`src/hw/rtl/jsfe_pkg.sv`:
```
// Package for the JSON string field extractor.
// Beat types, phase and kind codes, character constants. No dependencies.
package jsfe_pkg;

    localparam int KEY_MAX_DEF = 8;
    localparam int KEY_BYTES   = 8;
    localparam int KEY_CHARS_W = 8 * KEY_BYTES;
    localparam int KEY_LEN_W   = 4;
    localparam int CFG_INDEX_W = 1;
    localparam int Q_DEPTH     = 2;
    localparam int Q_PTR_W     = 1;
    localparam int Q_CNT_W     = 2;

    localparam logic [CFG_INDEX_W-1:0] CFG_KEY_CHARS  = 1'd0;
    localparam logic [CFG_INDEX_W-1:0] CFG_KEY_LENGTH = 1'd1;

    localparam logic [7:0] CH_BSLASH = 8'h5C;
    localparam logic [7:0] CH_QUOTE  = 8'h22;
    localparam logic [7:0] CH_COLON  = 8'h3A;
    localparam logic [7:0] CH_SLASH  = 8'h2F;
    localparam logic [7:0] CH_B      = 8'h62;
    localparam logic [7:0] CH_F      = 8'h66;
    localparam logic [7:0] CH_N      = 8'h6E;
    localparam logic [7:0] CH_R      = 8'h72;
    localparam logic [7:0] CH_T      = 8'h74;
    localparam logic [7:0] CH_BS     = 8'h08;
    localparam logic [7:0] CH_FF     = 8'h0C;
    localparam logic [7:0] CH_LF     = 8'h0A;
    localparam logic [7:0] CH_CR     = 8'h0D;
    localparam logic [7:0] CH_TAB    = 8'h09;
    localparam logic [7:0] CH_SPACE  = 8'h20;

    typedef enum logic [1:0] {
        KIND_CHAR         = 2'd0,
        KIND_COMPLETE     = 2'd1,
        KIND_UNTERMINATED = 2'd2,
        KIND_NOVALUE      = 2'd3
    } kind_t;

    typedef enum logic [2:0] {
        PH_SEARCH,
        PH_COLON,
        PH_SPACE,
        PH_STRING,
        PH_ESCAPE,
        PH_DONE,
        PH_NOVALUE
    } phase_t;

    typedef struct packed {
        logic [7:0] in_byte;
        logic       doc_end;
    } in_beat_t;

    typedef struct packed {
        logic [7:0] out_byte;
        logic [1:0] out_kind;
        logic       out_last;
    } out_beat_t;

    // Shift/clear control shared by every window cell.
    typedef struct packed {
        logic shift;
        logic clear;
    } cell_ctl_t;

    // What one cell checks: a key character or the opening quote at the far end.
    typedef struct packed {
        logic is_key;
        logic is_tail;
    } cell_role_t;

    // Results caused by one input byte.
    typedef struct packed {
        logic       has_char;
        logic [7:0] char_byte;
        logic       has_status;
        kind_t      status;
    } q_entry_t;

    function automatic logic [7:0] unescape(input logic [7:0] c);
        logic [7:0] r;
        begin
            case (c)
                CH_B:    r = CH_BS;
                CH_F:    r = CH_FF;
                CH_N:    r = CH_LF;
                CH_R:    r = CH_CR;
                CH_T:    r = CH_TAB;
                default: r = c;
            endcase
            return r;
        end
    endfunction

    function automatic logic is_ws(input logic [7:0] c);
        return (c == CH_SPACE) || (c >= CH_TAB && c <= CH_CR);
    endfunction

endpackage

```
`src/hw/rtl/jsfe_cell.sv`:
```
// One window cell: holds a byte and its fill bit, passes both to the next cell.
// Depends on jsfe_pkg.
module jsfe_cell (
    input  logic                  clk,
    input  logic                  rst_n,
    input  jsfe_pkg::cell_ctl_t   ctl,
    input  jsfe_pkg::cell_role_t  role,
    input  logic [7:0]            byte_in,
    input  logic                  valid_in,
    input  logic [7:0]            key_byte,
    output logic [7:0]            byte_out,
    output logic                  valid_out,
    output logic                  ok
);

    logic [7:0] byte_reg;
    logic       valid_reg;

    always_ff @(posedge clk)
    begin
        if (ctl.shift)
        begin
            byte_reg <= byte_in;
        end
    end

    always_ff @(posedge clk or negedge rst_n)
    begin
        if (!rst_n)
        begin
            valid_reg <= 1'b0;
        end
        else if (ctl.clear)
        begin
            valid_reg <= 1'b0;
        end
        else if (ctl.shift)
        begin
            valid_reg <= valid_in;
        end
    end

    always_comb
    begin
        if (role.is_key)
        begin
            ok = (byte_reg == key_byte);
        end
        else if (role.is_tail)
        begin
            ok = valid_reg && (byte_reg == jsfe_pkg::CH_QUOTE);
        end
        else
        begin
            ok = 1'b1;
        end
    end

    assign byte_out  = byte_reg;
    assign valid_out = valid_reg;

endmodule

```
`src/hw/rtl/jsfe_window.sv`:
```
// Row of window cells and the quoted-key match over it.
// Depends on jsfe_pkg and jsfe_cell.
module jsfe_window #(
    parameter int KEY_MAX = jsfe_pkg::KEY_MAX_DEF
) (
    input  logic                                clk,
    input  logic                                rst_n,
    input  jsfe_pkg::cell_ctl_t                 ctl,
    input  logic [7:0]                          in_byte,
    input  logic [jsfe_pkg::KEY_CHARS_W-1:0]    key_chars,
    input  logic [jsfe_pkg::KEY_LEN_W-1:0]      key_len,
    output logic                                match
);

    localparam int CELLS = KEY_MAX + 1;

    logic [7:0]       cell_byte [CELLS];
    logic [CELLS-1:0] cell_valid;
    logic [CELLS-1:0] cell_ok;

    // Cell k sits at window position k+1 once the new byte lands at position 0.
    for (genvar k = 0; k < CELLS; k++)
    begin : g_cell
        localparam logic [jsfe_pkg::KEY_LEN_W-1:0] POS = jsfe_pkg::KEY_LEN_W'(k);
        jsfe_pkg::cell_role_t               role;
        logic [jsfe_pkg::KEY_LEN_W-1:0]     key_idx;
        logic [7:0]                         key_byte;
        logic [7:0]                         byte_in;
        logic                               valid_in;

        always_comb
        begin
            role.is_key  = POS < key_len;
            role.is_tail = POS == key_len;
            key_idx      = key_len - POS - jsfe_pkg::KEY_LEN_W'(1);
            key_byte     = key_chars[8 * key_idx[2:0] +: 8];
        end

        if (k == 0)
        begin : g_head
            assign byte_in  = in_byte;
            assign valid_in = 1'b1;
        end
        else
        begin : g_link
            assign byte_in  = cell_byte[k-1];
            assign valid_in = cell_valid[k-1];
        end

        jsfe_cell u_cell (
            .clk       (clk),
            .rst_n     (rst_n),
            .ctl       (ctl),
            .role      (role),
            .byte_in   (byte_in),
            .valid_in  (valid_in),
            .key_byte  (key_byte),
            .byte_out  (cell_byte[k]),
            .valid_out (cell_valid[k]),
            .ok        (cell_ok[k])
        );
    end

    assign match = (in_byte == jsfe_pkg::CH_QUOTE) && (&cell_ok);

endmodule

```
`src/hw/rtl/jsfe_out_queue.sv`:
```
// Result queue: one entry per input byte that causes results, char then status.
// Depends on jsfe_pkg.
module jsfe_out_queue (
    input  logic                  clk,
    input  logic                  rst_n,
    input  logic                  push,
    input  jsfe_pkg::q_entry_t    push_entry,
    output logic                  full,
    output logic                  out_valid,
    input  logic                  out_stall,
    output jsfe_pkg::out_beat_t   out_data
);

    jsfe_pkg::q_entry_t                  entry_reg [jsfe_pkg::Q_DEPTH];
    logic [jsfe_pkg::Q_PTR_W-1:0]        wr_ptr_reg, wr_ptr_next;
    logic [jsfe_pkg::Q_PTR_W-1:0]        rd_ptr_reg, rd_ptr_next;
    logic [jsfe_pkg::Q_CNT_W-1:0]        count_reg, count_next;
    logic                                char_sent_reg, char_sent_next;
    jsfe_pkg::q_entry_t                  head;
    logic                                show_char;
    logic                                beat;
    logic                                retire;

    function automatic logic [jsfe_pkg::Q_CNT_W-1:0] Q_CNT_ONE(input logic b);
        return {{(jsfe_pkg::Q_CNT_W-1){1'b0}}, b};
    endfunction

    assign head      = entry_reg[rd_ptr_reg];
    assign out_valid = count_reg != '0;
    assign full      = count_reg == jsfe_pkg::Q_CNT_W'(jsfe_pkg::Q_DEPTH);
    assign show_char = head.has_char && !char_sent_reg;

    always_comb
    begin
        if (show_char)
        begin
            out_data.out_byte = head.char_byte;
            out_data.out_kind = jsfe_pkg::KIND_CHAR;
            out_data.out_last = !head.has_status;
        end
        else
        begin
            out_data.out_byte = 8'd0;
            out_data.out_kind = head.status;
            out_data.out_last = 1'b1;
        end
    end

    assign beat   = out_valid && !out_stall;
    assign retire = beat && out_data.out_last;

    always_comb
    begin
        wr_ptr_next    = push ? wr_ptr_reg + 1'b1 : wr_ptr_reg;
        rd_ptr_next    = retire ? rd_ptr_reg + 1'b1 : rd_ptr_reg;
        count_next     = count_reg + Q_CNT_ONE(push) - Q_CNT_ONE(retire);
        char_sent_next = retire ? 1'b0 : (beat ? 1'b1 : char_sent_reg);
    end

    always_ff @(posedge clk)
    begin
        if (push)
        begin
            entry_reg[wr_ptr_reg] <= push_entry;
        end
    end

    always_ff @(posedge clk or negedge rst_n)
    begin
        if (!rst_n)
        begin
            wr_ptr_reg    <= '0;
            rd_ptr_reg    <= '0;
            count_reg     <= '0;
            char_sent_reg <= 1'b0;
        end
        else
        begin
            wr_ptr_reg    <= wr_ptr_next;
            rd_ptr_reg    <= rd_ptr_next;
            count_reg     <= count_next;
            char_sent_reg <= char_sent_next;
        end
    end

endmodule

```
`src/hw/rtl/json_string_field_extractor.sv`:
```
// JSON string field extractor, top level.
// Depends on jsfe_pkg, jsfe_window, jsfe_out_queue.
//
// Feed a document one byte per beat, doc_end high on its last byte. The block
// looks for the first occurrence of the configured key in double quotes
// (key_chars, first character in the low byte; key_length 0..KEY_MAX, larger
// values act as KEY_MAX, zero matches two adjacent quotes). After the match it
// waits for a colon, skips whitespace and needs an opening quote; then each
// string byte comes out as a character beat, with backslash escapes decoded
// (b f n r t mapped, anything else passed through as the escaped byte). The
// last byte of a document always yields one status beat: complete,
// unterminated, or no value; a byte may give a character and then a status.
// out_last marks the final result beat of one input byte. After the status
// the search state restarts; the configuration is kept. Rate: one byte per
// cycle sustained, in_stall is set only by a full two-entry result queue, so
// a byte that yields two beats keeps its queue entry until both are taken. The
// byte that completes the quoted key is compared against a row of KEY_MAX+1
// window cells in the same cycle it is taken. Write configuration only while
// the block is idle; cfg_ready is always high.
module json_string_field_extractor #(
    parameter int KEY_MAX = jsfe_pkg::KEY_MAX_DEF
) (
    input  logic                                clk,
    input  logic                                rst_n,
    input  logic                                in_valid,
    output logic                                in_stall,
    input  jsfe_pkg::in_beat_t                  in_data,
    output logic                                out_valid,
    input  logic                                out_stall,
    output jsfe_pkg::out_beat_t                 out_data,
    input  logic                                cfg_valid,
    output logic                                cfg_ready,
    input  logic [jsfe_pkg::CFG_INDEX_W-1:0]    cfg_index,
    input  logic [jsfe_pkg::KEY_CHARS_W-1:0]    cfg_data
);

    logic [jsfe_pkg::KEY_CHARS_W-1:0]  key_chars_reg;
    logic [jsfe_pkg::KEY_LEN_W-1:0]    key_length_reg;
    logic [jsfe_pkg::KEY_LEN_W-1:0]    key_len;
    jsfe_pkg::phase_t                  phase_reg, phase_next, phase_step;
    jsfe_pkg::cell_ctl_t               win_ctl;
    jsfe_pkg::q_entry_t                q_entry;
    logic                              accept;
    logic                              match;
    logic                              q_full;
    logic [7:0]                        c;

    // ---------------- configuration ----------------
    assign cfg_ready = 1'b1;

    always_ff @(posedge clk or negedge rst_n)
    begin
        if (!rst_n)
        begin
            key_chars_reg  <= '0;
            key_length_reg <= '0;
        end
        else if (cfg_valid && cfg_ready)
        begin
            case (cfg_index)
                jsfe_pkg::CFG_KEY_CHARS:  key_chars_reg  <= cfg_data;
                jsfe_pkg::CFG_KEY_LENGTH: key_length_reg <= cfg_data[jsfe_pkg::KEY_LEN_W-1:0];
                default: ;
            endcase
        end
    end

    assign key_len = (key_length_reg > jsfe_pkg::KEY_LEN_W'(KEY_MAX))
                   ? jsfe_pkg::KEY_LEN_W'(KEY_MAX) : key_length_reg;

    // ---------------- input side ----------------
    assign in_stall = q_full;
    assign accept   = in_valid && !in_stall;
    assign c        = in_data.in_byte;

    // Window shifts on every accepted byte, empties at document end.
    assign win_ctl.shift = accept;
    assign win_ctl.clear = accept && in_data.doc_end;

    jsfe_window #(
        .KEY_MAX (KEY_MAX)
    ) u_window (
        .clk       (clk),
        .rst_n     (rst_n),
        .ctl       (win_ctl),
        .in_byte   (c),
        .key_chars (key_chars_reg),
        .key_len   (key_len),
        .match     (match)
    );

    // ---------------- phase machine: next state ----------------
    always_comb
    begin
        case (phase_reg)
            jsfe_pkg::PH_SEARCH:
                phase_step = match ? jsfe_pkg::PH_COLON : jsfe_pkg::PH_SEARCH;
            jsfe_pkg::PH_COLON:
                phase_step = (c == jsfe_pkg::CH_COLON) ? jsfe_pkg::PH_SPACE
                                                       : jsfe_pkg::PH_COLON;
            jsfe_pkg::PH_SPACE:
            begin
                if (c == jsfe_pkg::CH_QUOTE)
                begin
                    phase_step = jsfe_pkg::PH_STRING;
                end
                else if (!jsfe_pkg::is_ws(c))
                begin
                    phase_step = jsfe_pkg::PH_NOVALUE;
                end
                else
                begin
                    phase_step = jsfe_pkg::PH_SPACE;
                end
            end
            jsfe_pkg::PH_STRING:
            begin
                if (c == jsfe_pkg::CH_BSLASH)
                begin
                    phase_step = jsfe_pkg::PH_ESCAPE;
                end
                else if (c == jsfe_pkg::CH_QUOTE)
                begin
                    phase_step = jsfe_pkg::PH_DONE;
                end
                else
                begin
                    phase_step = jsfe_pkg::PH_STRING;
                end
            end
            jsfe_pkg::PH_ESCAPE:
                phase_step = jsfe_pkg::PH_STRING;
            default:
                phase_step = phase_reg;
        endcase

        if (!accept)
        begin
            phase_next = phase_reg;
        end
        else if (in_data.doc_end)
        begin
            phase_next = jsfe_pkg::PH_SEARCH;
        end
        else
        begin
            phase_next = phase_step;
        end
    end

    // ---------------- phase machine: outputs ----------------
    always_comb
    begin
        q_entry.has_char   = 1'b0;
        q_entry.char_byte  = c;
        q_entry.has_status = accept && in_data.doc_end;
        case (phase_reg)
            jsfe_pkg::PH_STRING:
                q_entry.has_char = accept && (c != jsfe_pkg::CH_BSLASH)
                                   && (c != jsfe_pkg::CH_QUOTE);
            jsfe_pkg::PH_ESCAPE:
            begin
                q_entry.has_char  = accept;
                q_entry.char_byte = jsfe_pkg::unescape(c);
            end
            default: ;
        endcase
        case (phase_step)
            jsfe_pkg::PH_DONE:   q_entry.status = jsfe_pkg::KIND_COMPLETE;
            jsfe_pkg::PH_STRING,
            jsfe_pkg::PH_ESCAPE: q_entry.status = jsfe_pkg::KIND_UNTERMINATED;
            default:             q_entry.status = jsfe_pkg::KIND_NOVALUE;
        endcase
    end

    always_ff @(posedge clk or negedge rst_n)
    begin
        if (!rst_n)
        begin
            phase_reg <= jsfe_pkg::PH_SEARCH;
        end
        else
        begin
            phase_reg <= phase_next;
        end
    end

    // ---------------- result queue ----------------
    jsfe_out_queue u_queue (
        .clk        (clk),
        .rst_n      (rst_n),
        .push       (q_entry.has_char || q_entry.has_status),
        .push_entry (q_entry),
        .full       (q_full),
        .out_valid  (out_valid),
        .out_stall  (out_stall),
        .out_data   (out_data)
    );

    // ---------------- assertions ----------------
    // Status beats always close the group for their input byte.
    assert property (@(posedge clk) disable iff (!rst_n)
        out_valid && (out_data.out_kind != jsfe_pkg::KIND_CHAR) |-> out_data.out_last)
        else $error("status beat without out_last");

    // A non-final beat can only be a character followed by its status.
    assert property (@(posedge clk) disable iff (!rst_n)
        out_valid && !out_data.out_last |-> out_data.out_kind == jsfe_pkg::KIND_CHAR)
        else $error("non-final beat is not a character");

    // Status beats carry a zero byte.
    assert property (@(posedge clk) disable iff (!rst_n)
        out_valid && (out_data.out_kind != jsfe_pkg::KIND_CHAR) |-> out_data.out_byte == 8'd0)
        else $error("status beat with nonzero byte");

    // Document end restarts the search.
    assert property (@(posedge clk) disable iff (!rst_n)
        in_valid && !in_stall && in_data.doc_end |=> phase_reg == jsfe_pkg::PH_SEARCH)
        else $error("phase not reset after document end");

endmodule

```
`config.mk`:
```
export PLATFORM = sky130hd
export DESIGN_NAME = json_string_field_extractor
export DESIGN_NICKNAME = d
export VERILOG_FILES = /design/src/hw/rtl/jsfe_pkg.sv /design/src/hw/rtl/jsfe_cell.sv /design/src/hw/rtl/jsfe_window.sv /design/src/hw/rtl/jsfe_out_queue.sv /design/src/hw/rtl/json_string_field_extractor.sv
export SDC_FILE = /design/constraint.sdc
export NUM_CORES = 1
export LEC_CHECK = 0
export CAP_MARGIN = 25
export CORE_MARGIN = 5
export CORE_UTILIZATION = 25
export DETAILED_ROUTE_END_ITERATION = 16
export DONT_BUFFER_PORTS = 1
export PLACE_DENSITY = 0.41
export SETUP_SLACK_MARGIN = 0.5
export SLEW_MARGIN = 20
export SYNTH_ARGS = -nofsm -noshare
export SYNTH_HDL_FRONTEND = slang
export SYNTH_SLANG_ARGS = --single-unit
```
`constraint.sdc`:
```
create_clock -name clk -period 8.1 [get_ports clk]
set_input_delay 1.62 -clock clk [delete_from_list [all_inputs] [get_ports clk]]
set_output_delay 1.62 -clock clk [all_outputs]
set_load 0.005 [all_outputs]
```
==> results.json <==
{
  "path_class": "reg -> reg",
  "hold_path_depth": 1,
  "hp-class": "reg -> reg",
  "row_count": 79,
  "synth_cells": 1073,
  "rrSetupSlack_ps": 1890,
  "synth_top_area_cell": "edfxtp_1",
  "min_from": "u_queue.count_reg[1]",
  "cts_tree": "yes",
  "drv_cap": 0,
  "r2r_start": "key_length_reg[0]",
  "fp.dieArea_um2": 51300,
  "min_to": "u_queue.count_reg[1]",
  "yosysTopAreaCellShare": 0.246,
  "fin_util": 0.275,
  "post_synth.cell_area_avg_um2": 10.9,
  "coreArea_um2": 46500,
  "cts_num_sinks": 181,
  "ctsHoldBuffers": 0,
  "wire_per_inst_um": 25.8,
  "ys_dominant_reg_cell": "edfxtp_1",
  "num_antenna_cells": 0,
  "area_growth_syn_to_layout_pct": 9.10,
  "viasPerCell": 5.43,
  "r2r-end": "u_queue.entry_reg[0][1]",
  "cts_buffers": 17,
  "synthTopCellsByCount": "edfxtp_1, dfrtp_1, mux2i_1",
  "cp_data_arrival_time_ps": 6420,
  "clk_path_buf_depth": 2,
  "final_nets": 1110,
  "critPathMaxFanout": 54,
  "clock_latency_ps": 470,
  "startpoint_type": "flop",
  "synthDistinctLibCells": 82,
  "p_per_area_nw_per_um2": 297,
  "finalHoldViolCount": 0,
  "peakVddDrop_v": 0.000163,
  "yosys_warnings": 0,
  "leakagePower_nw": 4.52,
  "yosys-top-cells-area": "edfxtp_1, dfrtp_1, mux2i_1",
  "io_pins": 93,
  "track_usage": 0.165,
  "drt_pass1_iterations": 6,
  "fill_cells": 4866,
  "synth-edff-count": 96,
  "vias": 8928,
  "synth.most_common_cell": "edfxtp_1",
  "grt_pass1_vias": 8542,
  "cts.reportedPaths.clkPinSlew_ps": 80,
  "reg2regPathDepth": 15,
  "min_period_ps": 6210,
  "port_buffers": 0,
  "hpwl_um": 31700,
  "setup-tns-final_ps": 0,
  "rsz0062_at_grt": "false",
  "dp.cells": 1611,
  "drt_iter0_drc": 1257,
  "clock_skew_ps": 8.97,
  "maxSlewHeadroom": 0.313,
  "postCtsSetupBuffers": 0,
  "fp.dieH_um": 226,
  "drcViolationCount": 0,
  "yosys_register_bits": 181,
  "final_cells": 1644,
  "worstSetupEndpointType": "flop",
  "overflow": 0,
  "largest_reg_flops": 72,
  "wl_um": 42400,
  "clock-root-buffer": "clkbuf_16",
  "die_x_um": 226,
  "synthArstFlopShare": 0.470,
  "start_util": 0.252,
  "setup_viol": 0,
  "synth_area_um2": 11700,
  "ctsResizeCount": 0,
  "finalMaxSlewViolations": 0,
  "crit_required_ps": 8310,
  "syn-num-nets": 1159,
  "ant_nets": 0,
  "fin_crit_sh": 0.767,
  "htreeDepth": 4,
  "seq_area_frac_synth": 0.428,
  "grt_first_pass_wirelength_um": 62200,
  "gp_congestion": 0.943,
  "drive_gt1_frac": 0.153,
  "antenna_found_initial": 0,
  "fmax_mhz": 161,
  "outcome": "finished clean",
  "tightest_slew_ps": 1030,
  "grt_max_degree": 86
}
[worst max path at each step]
| stage | start | endpoint | slack [ps] | cells after the start |
|---|---|---|---|---|
| global placement | key_length_reg[0] | u_queue.entry_reg[0][1] | 1990 | 15 |
| global route | key_length_reg[0] | u_queue.entry_reg[0][1] | 1480 | 15 |
| detailed placement | key_length_reg[0] | u_queue.entry_reg[0][1] | 1910 | 15 |
| floorplan | in_valid | u_queue.entry_reg[1][0] | 3580 | 6 |
| CTS | key_length_reg[0] | u_queue.entry_reg[0][1] | 1880 | 15 |
| finish | key_length_reg[0] | u_queue.entry_reg[0][1] | 1890 | 15 |
[routing by layer]
metal / vias to the layer above / part of all wire / routed length (um) / global-route usage
met4: 0 / 0.027 / 1140 / 0.0510
met1: 4483 / 0.46 / 19600 / 0.243
li1: 3996 / - / - / -
met5: - / 0 / 0 / 0
met2: 391 / 0.44 / 18500 / 0.245
met3: 58 / 0.074 / 3140 / 0.0340
[critical path, stage by stage (launching register included)]
cell	delay [ps]
dfrtp_1	330
buf_4	370
nor2b_4	220
buf_4	530
inv_4	410
ha_2	330
ha_1	970
inv_1	580
a21oi_1	270
a32oi_1	90
xnor2_1	170
nor4_1	420
a211oi_1	170
or4_1	580
nor4_2	320
o21ai_1	120
[cells by family (layout without fill, tap and decap cells)]
logic type | count (synthesis) | in the layout | synth area share
simple gates | 287 | 287 | 0.135
flops | 181 | 181 | 0.428
other cells | 1 | 1 | 0.000320
mux | 174 | 174 | 0.190
fa+ha+maj | 7 | 7 | 0.00748
xor+xnor | 81 | 81 | 0.0606
buf+inv | 119 | 83 | 0.0460
compound gates | 223 | 223 | 0.133
[power by group]
part	internal [mW]	leakage (nW)	total [mW]	switching (mW)
clock network	0.422	0.281	0.815	0.393
registers	1.22	1.93	1.53	0.315
logic	0.607	2.31	1.45	0.843
total	2.24	4.52	3.80	1.55
[layout by cell type, fill, tap and decap left out, drive strengths merged, types with 5 or more instances in the layout]
master,n
a2111oi,7
a211oi,11
a21oi,37
a222oi,6
a32oi,19
and2,8
and3,7
buf,15
clkbuf,21
dfrtp,85
edfxtp,96
ha,7
inv,44
mux2,56
mux2i,85
mux4,33
nand2,66
nand2b,17
nand3,16
nand4,6
nand4b,6
nor2,55
nor2b,13
nor3,22
nor3b,23
nor4,16
nor4b,7
o21ai,65
o22ai,18
o311ai,19
or3,5
xnor2,64
xor2,17
[per-stage QoR]
stage               hold slack [ps]  total power, mW  area (um2)  setup WS [ps]
finish                          514             3.80       12800           1890
global route                    530             4.00       12800           1480
CTS                             508             3.82       12800           1880
detailed placement              493             2.98       12200           1910
global placement                481             2.98       12200           1990
floorplan                       424             2.50       11700           3580
[area by class of cell]
| type | instances | area (um2) | area share |
|---|---|---|---|
| Clock buffer | 21 | 460 | 0.0360 |
| Clock inverter | 11 | 106 | 0.00832 |
| Inverter | 36 | 138 | 0.0108 |
| Multi-Input combinational cell | 773 | 6180 | 0.484 |
| Sequential cell | 181 | 5020 | 0.393 |
| Tap cell | 607 | 759 | 0.0594 |
| Timing Repair Buffer | 15 | 116 | 0.00911 |
Note: power is estimated with default switching activity, not from simulation.
